[config.mk]
export PLATFORM = sky130hd
export DESIGN_NAME = hart_state_manager
export DESIGN_NICKNAME = d
export VERILOG_FILES = /design/src/rtl/hsm_pkg.sv /design/src/rtl/hsm_front.sv /design/src/rtl/hsm_queue.sv /design/src/rtl/hsm_back.sv /design/src/rtl/hart_state_manager.sv
export SDC_FILE = /design/constraint.sdc
export NUM_CORES = 2
export LEC_CHECK = 0
export BUFFER_PORTS_ARGS = -buffer_cell sky130_fd_sc_hd__buf_2
export CAP_MARGIN = 30
export CORE_ASPECT_RATIO = 1.25
export CORE_MARGIN = 4
export CORE_UTILIZATION = 40
export CTS_CLUSTER_DIAMETER = 80
export CTS_CLUSTER_SIZE = 10
export DETAILED_ROUTE_END_ITERATION = 8
export GPL_TIMING_DRIVEN = 1
export PLACE_DENSITY = 0.65
export SETUP_SLACK_MARGIN = 0.3
export SLEW_MARGIN = 30
export SYNTH_ARGS = -nofsm -noshare
export SYNTH_HDL_FRONTEND = slang
export SYNTH_HIERARCHICAL = 1
export SYNTH_SLANG_ARGS = --single-unit
[constraint.sdc]
create_clock -name clk -period 32.8 [get_ports clk]
set_input_delay 3.28 -clock clk [delete_from_list [all_inputs] [get_ports clk]]
set_output_delay 3.28 -clock clk [all_outputs]
set_load 0.02 [all_outputs]
[src/rtl/hsm_pkg.sv]
// ----------------------------------------------------------------------------
// hsm_pkg
// Shared types, codes and the reconcile function of the hart state manager.
// ----------------------------------------------------------------------------
package hsm_pkg;

	// widest hart index the design supports (NUM_HARTS up to 64)
	localparam int unsigned HART_IDX_W = 6;

	// configuration register indexes
	typedef enum logic [1:0] {
		CFG_HART_COUNT    = 2'd0,
		CFG_ID_BASE       = 2'd1,
		CFG_SUPPORTED_OPS = 2'd2
	} cfg_idx_t;

	// request function codes
	typedef enum logic [2:0] {
		FN_START   = 3'd0,
		FN_STOP    = 3'd1,
		FN_SUSPEND = 3'd2,
		FN_QUERY   = 3'd3,
		FN_POLL    = 3'd4
	} func_t;

	// software hart state
	typedef enum logic [2:0] {
		HS_UNKNOWN    = 3'd0,
		HS_STOPPED    = 3'd1,
		HS_START_PEND = 3'd2,
		HS_STARTED    = 3'd3,
		HS_STOP_PEND  = 3'd4,
		HS_SUSP_PEND  = 3'd5,
		HS_SUSPENDED  = 3'd6
	} hs_t;

	// sampled hardware state
	typedef enum logic [1:0] {
		HW_STARTED   = 2'd0,
		HW_STOPPED   = 2'd1,
		HW_SUSPENDED = 2'd2
	} hw_t;

	// response status
	typedef enum logic [2:0] {
		RC_OK      = 3'd0,
		RC_INVALID = 3'd1,
		RC_UNSUPP  = 3'd2,
		RC_ALREADY = 3'd3,
		RC_DENIED  = 3'd4,
		RC_PREPARE = 3'd5
	} rc_t;

	// finalize event
	typedef enum logic [1:0] {
		EV_NONE    = 2'd0,
		EV_START   = 2'd1,
		EV_STOP    = 2'd2,
		EV_SUSPEND = 2'd3
	} ev_t;

	// back end sequencer
	typedef enum logic {
		BK_FETCH = 1'b0,
		BK_EXEC  = 1'b1
	} bk_state_t;

	typedef struct packed {
		logic [2:0]  func;
		logic [31:0] hart_id;
		logic [63:0] target_addr;
		logic [31:0] suspend_kind;
		logic        prepare_fail;
		logic [1:0]  hw_sample;
	} req_t;

	typedef struct packed {
		logic [2:0]  status;
		logic [2:0]  hart_state;
		logic [1:0]  finalize_kind;
		logic [63:0] finalize_addr;
		logic [31:0] finalize_suspend_kind;
	} rsp_t;

	typedef struct packed {
		logic [3:0]  harts_used;
		logic [31:0] id_base;
		logic [2:0]  supported_ops;
	} cfg_t;

	// classified request as queued between front and back
	typedef struct packed {
		logic [2:0]            func;
		logic                  func_ok;
		logic                  hart_ok;
		logic                  op_supported;
		logic [HART_IDX_W-1:0] hart_idx;
		logic [63:0]           target_addr;
		logic [31:0]           suspend_kind;
		logic                  prepare_fail;
		logic [1:0]            hw_sample;
	} cmd_t;

	typedef struct packed {
		hs_t mode;
		ev_t ev;
	} recon_t;

	// settle the software state against the sampled hardware state
	function automatic recon_t reconcile(hs_t m, logic [1:0] hw);
		recon_t r;
		r.mode = m;
		r.ev   = EV_NONE;
		unique case (m)
			HS_UNKNOWN: begin
				if (hw == HW_STARTED)
					r.mode = HS_STARTED;
				else if (hw == HW_SUSPENDED)
					r.mode = HS_SUSPENDED;
				else
					r.mode = HS_STOPPED;
			end
			HS_START_PEND: begin
				if (hw == HW_STARTED) begin
					r.mode = HS_STARTED;
					r.ev   = EV_START;
				end
			end
			HS_STOP_PEND: begin
				if (hw == HW_STOPPED || hw == HW_SUSPENDED) begin
					r.mode = HS_STOPPED;
					r.ev   = EV_STOP;
				end
			end
			HS_SUSP_PEND: begin
				if (hw == HW_SUSPENDED) begin
					r.mode = HS_SUSPENDED;
					r.ev   = EV_SUSPEND;
				end
			end
			HS_SUSPENDED: begin
				if (hw == HW_STARTED)
					r.mode = HS_STARTED;
			end
			default: begin
				r.mode = m;
			end
		endcase
		return r;
	endfunction

endpackage

[src/rtl/hsm_front.sv]
// ----------------------------------------------------------------------------
// hsm_front
// Takes request beats, maps the hart id to an index and classifies the
// function against the enabled operations.
// ----------------------------------------------------------------------------
module hsm_front #(
	parameter int unsigned NUM_HARTS = 8
) (
	input  logic           req_valid,
	output logic           req_ready,
	input  hsm_pkg::req_t  req,
	input  hsm_pkg::cfg_t  cfg,
	output logic           push_valid,
	input  logic           push_ready,
	output hsm_pkg::cmd_t  cmd
);

	logic [31:0] rel_idx;
	logic        in_range;
	logic        op_sup;

	// id to index, 32-bit wrap
	assign rel_idx  = req.hart_id - cfg.id_base;
	assign in_range = (rel_idx < {28'd0, cfg.harts_used}) && (rel_idx < 32'(NUM_HARTS));

	// operation enable per function
	always_comb begin
		op_sup = 1'b1;
		if (req.func == hsm_pkg::FN_START)
			op_sup = cfg.supported_ops[0];
		else if (req.func == hsm_pkg::FN_STOP)
			op_sup = cfg.supported_ops[1];
		else if (req.func == hsm_pkg::FN_SUSPEND)
			op_sup = cfg.supported_ops[2];
	end

	// classified command
	always_comb begin
		cmd.func         = req.func;
		cmd.func_ok      = (req.func <= hsm_pkg::FN_POLL);
		cmd.hart_ok      = in_range;
		cmd.op_supported = op_sup;
		cmd.hart_idx     = in_range ? rel_idx[hsm_pkg::HART_IDX_W-1:0] : '0;
		cmd.target_addr  = req.target_addr;
		cmd.suspend_kind = req.suspend_kind;
		cmd.prepare_fail = req.prepare_fail;
		cmd.hw_sample    = req.hw_sample;
	end

	assign push_valid = req_valid;
	assign req_ready  = push_ready;

endmodule

[src/rtl/hsm_queue.sv]
// ----------------------------------------------------------------------------
// hsm_queue
// Two-entry command queue between the front and back ends.
// ----------------------------------------------------------------------------
module hsm_queue (
	input  logic          clk,
	input  logic          arst_n,
	input  logic          push_valid,
	output logic          push_ready,
	input  hsm_pkg::cmd_t push_cmd,
	output logic          pop_valid,
	input  logic          pop_ready,
	output hsm_pkg::cmd_t pop_cmd
);

	hsm_pkg::cmd_t entry_q [2];
	logic          wr_ptr_q;
	logic          rd_ptr_q;
	logic [1:0]    count_q;
	logic          push;
	logic          pop;

	assign push_ready = (count_q != 2'd2);
	assign pop_valid  = (count_q != 2'd0);
	assign push       = push_valid && push_ready;
	assign pop        = pop_valid && pop_ready;
	assign pop_cmd    = entry_q[rd_ptr_q];

	// pointers and fill count
	always_ff @(posedge clk or negedge arst_n) begin
		if (!arst_n) begin
			wr_ptr_q <= 1'b0;
			rd_ptr_q <= 1'b0;
			count_q  <= 2'd0;
		end else begin
			if (push)
				wr_ptr_q <= ~wr_ptr_q;
			if (pop)
				rd_ptr_q <= ~rd_ptr_q;
			if (push && !pop)
				count_q <= count_q + 2'd1;
			else if (pop && !push)
				count_q <= count_q - 2'd1;
		end
	end

	// entry storage
	always_ff @(posedge clk) begin
		if (push)
			entry_q[wr_ptr_q] <= push_cmd;
	end

endmodule

[src/rtl/hsm_back.sv]
// ----------------------------------------------------------------------------
// hsm_back
// Reads the per-hart state table, checks and carries out the command,
// writes the table back and registers the response beat.
// ----------------------------------------------------------------------------
module hsm_back #(
	parameter int unsigned NUM_HARTS = 8
) (
	input  logic          clk,
	input  logic          arst_n,
	input  logic          cmd_valid,
	output logic          cmd_ready,
	input  hsm_pkg::cmd_t cmd,
	output logic          rsp_valid,
	input  logic          rsp_ready,
	output hsm_pkg::rsp_t rsp
);

	localparam int unsigned IDX_W = (NUM_HARTS > 1) ? $clog2(NUM_HARTS) : 1;

	// state table memories
	logic [2:0]  mode_mem   [NUM_HARTS];
	logic [63:0] start_mem  [NUM_HARTS];
	logic [63:0] resume_mem [NUM_HARTS];
	logic [31:0] skind_mem  [NUM_HARTS];
	logic [NUM_HARTS-1:0] mode_vld_q;

	hsm_pkg::bk_state_t state_q, state_d;
	hsm_pkg::cmd_t      cmd_s1;
	logic [2:0]         mode_rd_s1;
	logic               vld_rd_s1;
	logic [63:0]        start_rd_s1;
	logic [63:0]        resume_rd_s1;
	logic [31:0]        skind_rd_s1;
	logic               rsp_valid_q;
	hsm_pkg::rsp_t      rsp_q;

	logic [IDX_W-1:0]   rd_idx;
	logic [IDX_W-1:0]   wr_idx;
	logic               fetch;
	logic               exec;
	hsm_pkg::hs_t       cur_mode;
	hsm_pkg::hs_t       new_mode;
	hsm_pkg::recon_t    rc;
	hsm_pkg::rsp_t      rsp_d;
	logic               wr_mode;
	logic               wr_start;
	logic               wr_susp;

	assign rd_idx = cmd.hart_idx[IDX_W-1:0];
	assign wr_idx = cmd_s1.hart_idx[IDX_W-1:0];

	// sequencer: fetch reads the table, exec writes it back
	always_comb begin
		state_d   = state_q;
		cmd_ready = 1'b0;
		fetch     = 1'b0;
		exec      = 1'b0;
		unique case (state_q)
			hsm_pkg::BK_FETCH: begin
				cmd_ready = 1'b1;
				if (cmd_valid) begin
					fetch   = 1'b1;
					state_d = hsm_pkg::BK_EXEC;
				end
			end
			hsm_pkg::BK_EXEC: begin
				if (!rsp_valid_q || rsp_ready) begin
					exec    = 1'b1;
					state_d = hsm_pkg::BK_FETCH;
				end
			end
			default: begin
				state_d = hsm_pkg::BK_FETCH;
			end
		endcase
	end

	always_ff @(posedge clk or negedge arst_n) begin
		if (!arst_n)
			state_q <= hsm_pkg::BK_FETCH;
		else
			state_q <= state_d;
	end

	// table read, registered
	always_ff @(posedge clk) begin
		if (fetch) begin
			cmd_s1       <= cmd;
			mode_rd_s1   <= mode_mem[rd_idx];
			vld_rd_s1    <= mode_vld_q[rd_idx];
			start_rd_s1  <= start_mem[rd_idx];
			resume_rd_s1 <= resume_mem[rd_idx];
			skind_rd_s1  <= skind_mem[rd_idx];
		end
	end

	assign cur_mode = vld_rd_s1 ? hsm_pkg::hs_t'(mode_rd_s1) : hsm_pkg::HS_UNKNOWN;

	// check and carry out the command
	always_comb begin
		rc                          = hsm_pkg::reconcile(cur_mode, cmd_s1.hw_sample);
		new_mode                    = cur_mode;
		wr_mode                     = 1'b0;
		wr_start                    = 1'b0;
		wr_susp                     = 1'b0;
		rsp_d.status                = hsm_pkg::RC_OK;
		rsp_d.finalize_kind         = hsm_pkg::EV_NONE;
		rsp_d.finalize_addr         = '0;
		rsp_d.finalize_suspend_kind = '0;
		if (!cmd_s1.func_ok) begin
			rsp_d.status = hsm_pkg::RC_UNSUPP;
		end else if (!cmd_s1.hart_ok) begin
			rsp_d.status = hsm_pkg::RC_INVALID;
		end else begin
			wr_mode = 1'b1;
			unique case (cmd_s1.func)
				hsm_pkg::FN_START: begin
					if (!cmd_s1.op_supported)
						rsp_d.status = hsm_pkg::RC_UNSUPP;
					else if (cur_mode == hsm_pkg::HS_STARTED ||
							cur_mode == hsm_pkg::HS_START_PEND)
						rsp_d.status = hsm_pkg::RC_ALREADY;
					else if (cur_mode != hsm_pkg::HS_STOPPED)
						rsp_d.status = hsm_pkg::RC_DENIED;
					else if (cmd_s1.prepare_fail)
						rsp_d.status = hsm_pkg::RC_PREPARE;
					else begin
						rc       = hsm_pkg::reconcile(hsm_pkg::HS_START_PEND,
							cmd_s1.hw_sample);
						new_mode = rc.mode;
						wr_start = 1'b1;
						rsp_d.finalize_kind = rc.ev;
						if (rc.ev == hsm_pkg::EV_START)
							rsp_d.finalize_addr = cmd_s1.target_addr;
					end
				end
				hsm_pkg::FN_STOP: begin
					if (!cmd_s1.op_supported)
						rsp_d.status = hsm_pkg::RC_UNSUPP;
					else if (cur_mode == hsm_pkg::HS_STOPPED ||
							cur_mode == hsm_pkg::HS_STOP_PEND)
						rsp_d.status = hsm_pkg::RC_ALREADY;
					else if (cur_mode != hsm_pkg::HS_STARTED)
						rsp_d.status = hsm_pkg::RC_DENIED;
					else if (cmd_s1.prepare_fail)
						rsp_d.status = hsm_pkg::RC_PREPARE;
					else begin
						rc       = hsm_pkg::reconcile(hsm_pkg::HS_STOP_PEND,
							cmd_s1.hw_sample);
						new_mode = rc.mode;
						rsp_d.finalize_kind = rc.ev;
					end
				end
				hsm_pkg::FN_SUSPEND: begin
					if (!cmd_s1.op_supported)
						rsp_d.status = hsm_pkg::RC_UNSUPP;
					else if (cur_mode == hsm_pkg::HS_SUSPENDED ||
							cur_mode == hsm_pkg::HS_SUSP_PEND)
						rsp_d.status = hsm_pkg::RC_ALREADY;
					else if (cur_mode != hsm_pkg::HS_STARTED)
						rsp_d.status = hsm_pkg::RC_DENIED;
					else if (cmd_s1.prepare_fail)
						rsp_d.status = hsm_pkg::RC_PREPARE;
					else begin
						rc       = hsm_pkg::reconcile(hsm_pkg::HS_SUSP_PEND,
							cmd_s1.hw_sample);
						new_mode = rc.mode;
						wr_susp  = 1'b1;
						rsp_d.finalize_kind = rc.ev;
						if (rc.ev == hsm_pkg::EV_SUSPEND) begin
							rsp_d.finalize_addr         = cmd_s1.target_addr;
							rsp_d.finalize_suspend_kind = cmd_s1.suspend_kind;
						end
					end
				end
				hsm_pkg::FN_QUERY: begin
					new_mode = cur_mode;
				end
				hsm_pkg::FN_POLL: begin
					new_mode            = rc.mode;
					rsp_d.finalize_kind = rc.ev;
					if (rc.ev == hsm_pkg::EV_START) begin
						rsp_d.finalize_addr = start_rd_s1;
					end else if (rc.ev == hsm_pkg::EV_SUSPEND) begin
						rsp_d.finalize_addr         = resume_rd_s1;
						rsp_d.finalize_suspend_kind = skind_rd_s1;
					end
				end
				default: begin
					new_mode = cur_mode;
				end
			endcase
		end
		rsp_d.hart_state = cmd_s1.hart_ok ? new_mode : hsm_pkg::HS_UNKNOWN;
	end

	// table write-back
	always_ff @(posedge clk) begin
		if (exec && wr_mode)
			mode_mem[wr_idx] <= new_mode;
		if (exec && wr_start)
			start_mem[wr_idx] <= cmd_s1.target_addr;
		if (exec && wr_susp) begin
			resume_mem[wr_idx] <= cmd_s1.target_addr;
			skind_mem[wr_idx]  <= cmd_s1.suspend_kind;
		end
	end

	// entry valid bits, unwritten entries read as unknown
	always_ff @(posedge clk or negedge arst_n) begin
		if (!arst_n)
			mode_vld_q <= '0;
		else if (exec && wr_mode)
			mode_vld_q[wr_idx] <= 1'b1;
	end

	// response register
	always_ff @(posedge clk or negedge arst_n) begin
		if (!arst_n)
			rsp_valid_q <= 1'b0;
		else if (exec)
			rsp_valid_q <= 1'b1;
		else if (rsp_ready)
			rsp_valid_q <= 1'b0;
	end

	always_ff @(posedge clk) begin
		if (exec)
			rsp_q <= rsp_d;
	end

	assign rsp_valid = rsp_valid_q;
	assign rsp       = rsp_q;

endmodule

[src/rtl/hart_state_manager.sv]
// ----------------------------------------------------------------------------
// hart_state_manager
// Per-hart software state tracking for start, stop, suspend, query and poll
// requests, with finalize events on reconciliation with the hardware state.
// ----------------------------------------------------------------------------
//  channel  | signals                          | direction
//  ---------+----------------------------------+-----------
//  request  | req_valid, req_ready, req        | in
//  response | rsp_valid, rsp_ready, rsp        | out
//  config   | cfg_we, cfg_index, cfg_wdata     | in
//
//  in the back end a fetch step reads the hart state table for each beat,
//  and an exec step checks, writes back and loads the response register.
//  a two-entry queue lets the front take beats while the back is busy.
//  reset clears the hart states to unknown and the registers to their
//  defaults; the table needs no clearing pass.
//  a stalled response holds the back end in its write-back step.
// ----------------------------------------------------------------------------
module hart_state_manager #(
	parameter int unsigned NUM_HARTS = 8
) (
	input  logic          clk,
	input  logic          arst_n,
	input  logic          req_valid,
	output logic          req_ready,
	input  hsm_pkg::req_t req,
	output logic          rsp_valid,
	input  logic          rsp_ready,
	output hsm_pkg::rsp_t rsp,
	input  logic          cfg_we,
	input  logic [1:0]    cfg_index,
	input  logic [31:0]   cfg_wdata
);

	hsm_pkg::cfg_t cfg_q;
	hsm_pkg::cmd_t push_cmd;
	hsm_pkg::cmd_t pop_cmd;
	logic          push_valid;
	logic          push_ready;
	logic          pop_valid;
	logic          pop_ready;

	// configuration registers
	always_ff @(posedge clk or negedge arst_n) begin
		if (!arst_n) begin
			cfg_q.harts_used    <= 4'd8;
			cfg_q.id_base       <= 32'd0;
			cfg_q.supported_ops <= 3'd7;
		end else if (cfg_we) begin
			if (cfg_index == hsm_pkg::CFG_HART_COUNT)
				cfg_q.harts_used <= cfg_wdata[3:0];
			else if (cfg_index == hsm_pkg::CFG_ID_BASE)
				cfg_q.id_base <= cfg_wdata;
			else if (cfg_index == hsm_pkg::CFG_SUPPORTED_OPS)
				cfg_q.supported_ops <= cfg_wdata[2:0];
		end
	end

	// request classification
	hsm_front #(
		.NUM_HARTS(NUM_HARTS)
	) u_front (
		.req_valid (req_valid),
		.req_ready (req_ready),
		.req       (req),
		.cfg       (cfg_q),
		.push_valid(push_valid),
		.push_ready(push_ready),
		.cmd       (push_cmd)
	);

	// command queue
	hsm_queue u_queue (
		.clk       (clk),
		.arst_n    (arst_n),
		.push_valid(push_valid),
		.push_ready(push_ready),
		.push_cmd  (push_cmd),
		.pop_valid (pop_valid),
		.pop_ready (pop_ready),
		.pop_cmd   (pop_cmd)
	);

	// state table and execution
	hsm_back #(
		.NUM_HARTS(NUM_HARTS)
	) u_back (
		.clk      (clk),
		.arst_n   (arst_n),
		.cmd_valid(pop_valid),
		.cmd_ready(pop_ready),
		.cmd      (pop_cmd),
		.rsp_valid(rsp_valid),
		.rsp_ready(rsp_ready),
		.rsp      (rsp)
	);

endmodule

Word-level counts from Yosys, hierarchy flattened
Memories as Yosys holds them, arrays and structs flattened. A register that Yosys moved wholly into a read port is not among the register bits.
Index checks and enable logic that the tools add are counted.
{ "classes": {"n_addsub": 3, "order_cmp": 6, "eq_ne": 22, "n_mux": 114, "bitwise": 6, "n_reduce_logical": 29} }
{ "ops": {"columns": ["operator", "n"], "rows": [
  ["$mux 98", 4],
  ["$mux 66", 4],
  ["$mux 96", 2],
  ["$pmux 64 s3", 1],
  ["$mux 64", 2],
  ["$mux 5", 18],
  ["$mux 3", 28],
  ["$pmux 32 s2", 1],
  ["$mux 1", 36],
  ["$lt 32x4->1", 1],
  ["$lt 32x4->1 const B", 1],
  ["$mux 32", 1],
  ["$sub 32x32->32", 1],
  ["$pmux 3 s5", 1],
  ["$mux 2", 7],
  ["$eq 3x2->1 const B", 4],
  ["$eq 3x3->1 const B", 4],
  ["$pmux 3 s4", 1],
  ["$eq 3x1->1 const B", 3],
  ["$logic_and 1x1->1", 9],
  ["$logic_not 3->1", 3],
  ["$pmux 3 s3", 1],
  ["$eq 2x1->1 const B", 4],
  ["$eq 2x2->1 const B", 4],
  ["other kinds (24)", 39]
]} }
{ "word_totals": {"reg_bits": 266, "ram_bits": 1526, "input_bits": 173, "out_inout_bits": 106, "wordCells": 210, "mem_count": 5} }
{ "memory_table": {"columns": ["memory", "depth", "word_bits", "rd", "rd_ports_with_merged_regs", "write_ports", "line_no", "rtl"], "rows": [
  ["u_back.resume_mem", 8, 64, 1, 1, 1, "hsm_back.sv:24", "logic [63:0] resume_mem [NUM_HARTS];"],
  ["u_back.start_mem", 8, 64, 1, 1, 1, "hsm_back.sv:23", "logic [63:0] start_mem [NUM_HARTS];"],
  ["u_back.skind_mem", 8, 32, 1, 1, 1, "hsm_back.sv:25", "logic [31:0] skind_mem [NUM_HARTS];"],
  ["u_queue.entry_q", 2, 111, 1, 0, 1, "hsm_queue.sv:16", "hsm_pkg::cmd_t entry_q [2];"],
  ["u_back.mode_mem", 8, 3, 1, 1, 1, "hsm_back.sv:22", "logic [2:0] mode_mem [NUM_HARTS];"]
]} }

Depth between registers and ports, before layout
{ "depth": {"ltp_word": 16, "mapped_depth": 14, "ltp_nobuf": 13} }

By module
Netlist, hierarchy kept.
{ "by_module_without_submodules": {"columns": ["mod", "instances", "cells_per_inst", "area_per_inst_um2", "seq_area_each_um2"], "rows": [
  ["hsm_back", 1, 2693, 63007.9, 50698.6],
  ["hsm_queue", 1, 363, 8222.9, 6766.5],
  ["hsm_front", 1, 475, 3219.3, 0.0],
  ["hart_state_manager", 1, 84, 1482.7, 980.9]
]} }

Worst setup path after synthesis
No wires, ideal clock.
{ "synth_path": {"path_kind": "input -> register", "start": "input rsp_ready", "end": "memory u_back.resume_mem[4][0] (enable)", "setup_time_ns": 0.668, "arrival_ns": 14.356, "required_ns": 32.132, "slack_ns": 17.775, "stages": 6, "path_buffers": 1, "cell_sequence": "nand2b_1 -> and2_1 -> clkbuf_1 -> nand3_1 -> or4_1 -> nor3_1"} }
{ "synth_via": {"elab_chain_cells": 6} }
{ "synth_lines": {"columns": ["element", "line_no", "rtl"], "rows": [
  ["start, declared", "hart_state_manager.sv:28", "input logic rsp_ready,"],
  ["$logic_or 1x1->1", "hsm_back.sv:68", "if (!rsp_valid_q || rsp_ready) begin"],
  ["$mux 1", "hsm_back.sv:68", null],
  ["$mux 1", "hsm_back.sv:59", "unique case (state_q)"],
  ["net u_back.exec", "hsm_back.sv:41", "logic exec;"],
  ["$logic_and 1x1->1", "hsm_back.sv:204", "if (exec && wr_susp) begin"],
  ["$mux 1", "hsm_back.sv:204", null],
  ["$mux 1 (implied by the code)", "hsm_back.sv:205", "resume_mem[wr_idx] <= cmd_s1.target_addr;"],
  ["end, declared", "hsm_back.sv:24", null]
]} }
The timed path passes the listed nets, and every way through them passes these cells.

Worst setup path after layout
{ "layout_path": {"start": "input rsp_ready", "end": "memory u_back.skind_mem[2][14] (enable)"} }
{ "layout_via": {"elab_chain_cells": 6} }
{ "layout_lines": {"columns": ["element", "line_no", "rtl"], "rows": [
  ["$logic_or 1x1->1", "hsm_back.sv:68", null],
  ["$mux 1", "hsm_back.sv:68", null],
  ["$mux 1", "hsm_back.sv:59", null],
  ["$logic_and 1x1->1", "hsm_back.sv:204", null],
  ["$mux 1", "hsm_back.sv:204", null],
  ["$mux 1 (implied by the code)", "hsm_back.sv:206", "skind_mem[wr_idx] <= cmd_s1.suspend_kind;"],
  ["end, declared", "hsm_back.sv:25", null]
]} }
Every way passes these cells.

==> metrics <==
worst hold stages=1; clock tree skew after final layout=0.0588 ns; drt total wl=161,000 µm; effective utilization at floorplan=0.402; count of filler cells inserted in the layout=15,700; Final Setup Violations=0; Final WS setup=26.51 ns; class of the most critical hold timing path=flop to flop; register clock-pin slew on the reported worst setup and hold paths=0.05 ns; start of the worst register-to-register path=u_queue/rd_ptr_q; post-layout instance count excluding filler cells=6,479; critical path launch point type=primary input; input/output buffers=278; highest clock frequency the design can meet=0.159 GHz; clock root buffer=sky130_fd_sc_hd__clkbuf_16; Routed wire per std cell=24.9 µm; count of hold-fix buffers inserted at cts=0; crit-path cells=buf_2, nand2b_1, and2_4, nand3b_1, or4_1, nor2_4, buf_4; Mapped Cells=3,602; post-synthesis area per instance=21.0 µm²; H-tree depth=4; static power due to leakage=27.3 nW; DIE AREA=196,000 µm²; Post-Place Cell Area=79,400 µm²; Setup Total Neg Slack=0 ns; nets=4,096; clock tree from TritonCTS=done; Syn Nets=3,815; outcome=finished, final reports clean; DR DRC count=0; via count=35,200; register-to-register path setup slack=28.56 ns; Worst Tran Pin Value=0.967 ns; total routing usage reported by global routing=0.164; total of max-cap violations=0; RePlAce Congestion=0.835; Layout Cell Area excl Fill=85,500 µm²; Die Height=494 µm; number of antenna violations at the first check in global routing=22; wire length of the first global-routing pass=241,000 µm; post-route ant nets=0; total power after layout=7.25 mW; Worst Reg2Reg Path Length in Cells=5; final cell utilization of the core=0.454; x dimension of the die=397 µm; source-to-sink clock delay at the later pin of the worst-skew pair=0.84 ns; post-CTS setup buffer count=0; largest fanout on the critical path=48; final hold slack=0.459 ns; Worst path max stage delay=0.78 ns; Slowest cell on crit path=sky130_fd_sc_hd__buf_4; data arrival time of the worst path=6.72 ns; Final Critical Period=6.29 ns; number of warnings issued by yosys=6; first-iteration detailed-routing DRC count=2,658; worst setup timing slack at the placement stage=25.65 ns; critical path start-end classification=primary input to flop; required time of the worst setup path=33.23 ns; final hold violation count=0; floorplan row count=178; hold path start=u_back/mode_vld_q[6]; Initial DRT Pass Iterations=5; number of buffers on the longest clock path=3; PwrDens=84.8 nW/µm²; number of ports placed on the die boundary=279; Worst Setup End Kind=flop; reg-to-reg endpoint=u_back/resume_rd_s1[5]; hold worst-path end=u_back/mode_vld_q[6]; CTS Buf Count=215; fraction of layout instances using a drive strength above 1=0.316; DP HPWL=88,800 µm; total global routing overflow=0; area grow syn2layout=13.0%; largest net degree at the start of global routing=151; number of global-route vias before repair=37,300; post-cts sizing count=0; number of max-slew violations in the final report=0; RSZ-0062 raised after global routing=no; number of cells after detailed placement=6,182; relative slew slack=0.355; post-synth design cell area=75,700 µm²; clk sink count=1,949; final worst path period share=0.192; Peak VDD IR=63.4 µV; core region area=188,000 µm²; post-DR vias/cell=5.43
==> worst max-delay path: cells and delay by family <==
family | cells | cell delay (ns)
buf+inv | 2 | 0.86
simple gates | 5 | 2.48
==> layer usage <==
| layer | up-vias | global-route usage | wire length [µm] |
|---|---|---|---|
| met5 | - | 0 | 57 |
| met4 | 10 | 0.0427 | 3370 |
| met3 | 261 | 0.0371 | 11500 |
| met2 | 1205 | 0.260 | 77000 |
| met1 | 18500 | 0.229 | 69200 |
| li1 | 15200 | - | - |
==> worst max-delay path by stage <==
| stage | from | endpoint | slack (ns) | depth (start not counted) |
|---|---|---|---|---|
| floorplan | rsp_ready | u_back/resume_mem[4][0] | 17.78 | 6 |
| global placement | rsp_ready | u_back/skind_mem[2][15] | 25.76 | 7 |
| detailed placement | rsp_ready | u_back/resume_mem[2][37] | 25.65 | 7 |
| CTS | rsp_ready | u_back/skind_mem[2][10] | 26.53 | 7 |
| global route | rsp_ready | u_back/skind_mem[2][13] | 26.40 | 7 |
| finish | rsp_ready | u_back/skind_mem[2][14] | 26.51 | 7 |
==> power by group <==
group	total, mW	leakage [nW]	internal [mW]	switching, mW
registers	3.72	18.0	3.38	0.338
clock network	2.10	2.89	1.19	0.906
logic	1.43	6.42	0.632	0.796
==> final cells by class <==
cell class                 count  area [µm²]  area share
clock inverter                19         417     0.00487
tap                         2520        3150      0.0369
timing repair buffer         341        2020      0.0236
clock buffer                 266        5590      0.0654
sequential                  1949       58300       0.681
inverter                      52         195     0.00228
antenna                        8        20.0    0.000234
multi-input combinational   1324       15800       0.185
==> layout by cell type, fill, tap and decap left out, types with 13 or more instances in the layout <==
cell                        count
sky130_fd_sc_hd__a21oi_1       38
sky130_fd_sc_hd__a22oi_1       98
sky130_fd_sc_hd__a31oi_1       13
sky130_fd_sc_hd__buf_2        278
sky130_fd_sc_hd__buf_4         46
sky130_fd_sc_hd__clkbuf_1      50
sky130_fd_sc_hd__clkbuf_16    216
sky130_fd_sc_hd__dfrtp_1       48
sky130_fd_sc_hd__edfxtp_1    1896
sky130_fd_sc_hd__ha_1          39
sky130_fd_sc_hd__inv_1         52
sky130_fd_sc_hd__mux2_1        30
sky130_fd_sc_hd__mux2_2       279
sky130_fd_sc_hd__mux4_2       328
sky130_fd_sc_hd__nand2_1       47
sky130_fd_sc_hd__nand3_1       18
sky130_fd_sc_hd__nand4_1       14
sky130_fd_sc_hd__nor2_1        75
sky130_fd_sc_hd__o21ai_0       34
sky130_fd_sc_hd__o2bb2ai_1     65
sky130_fd_sc_hd__or3_1         14
==> registers in the layout (all words and copies together), names as in the netlist <==
signal	count
u_back/resume_mem	512
u_back/resume_rd_s1	64
u_queue/wr_ptr_q	1
u_back/vld_rd_s1	1
u_back/start_rd_s1	64
u_back/state_q	1
u_back/skind_mem	256
u_back/mode_rd_s1	3
u_back/skind_rd_s1	32
u_back/cmd_s1	108
u_back/mode_mem	24
u_back/start_mem	512
u_back/rsp	104
u_queue/rd_ptr_q	1
u_queue/count_q	2
u_back/rsp_valid	1
cfg_q	39
u_queue/entry_q	216
u_back/mode_vld_q	8
Note: power is estimated with default switching activity, not from simulation.
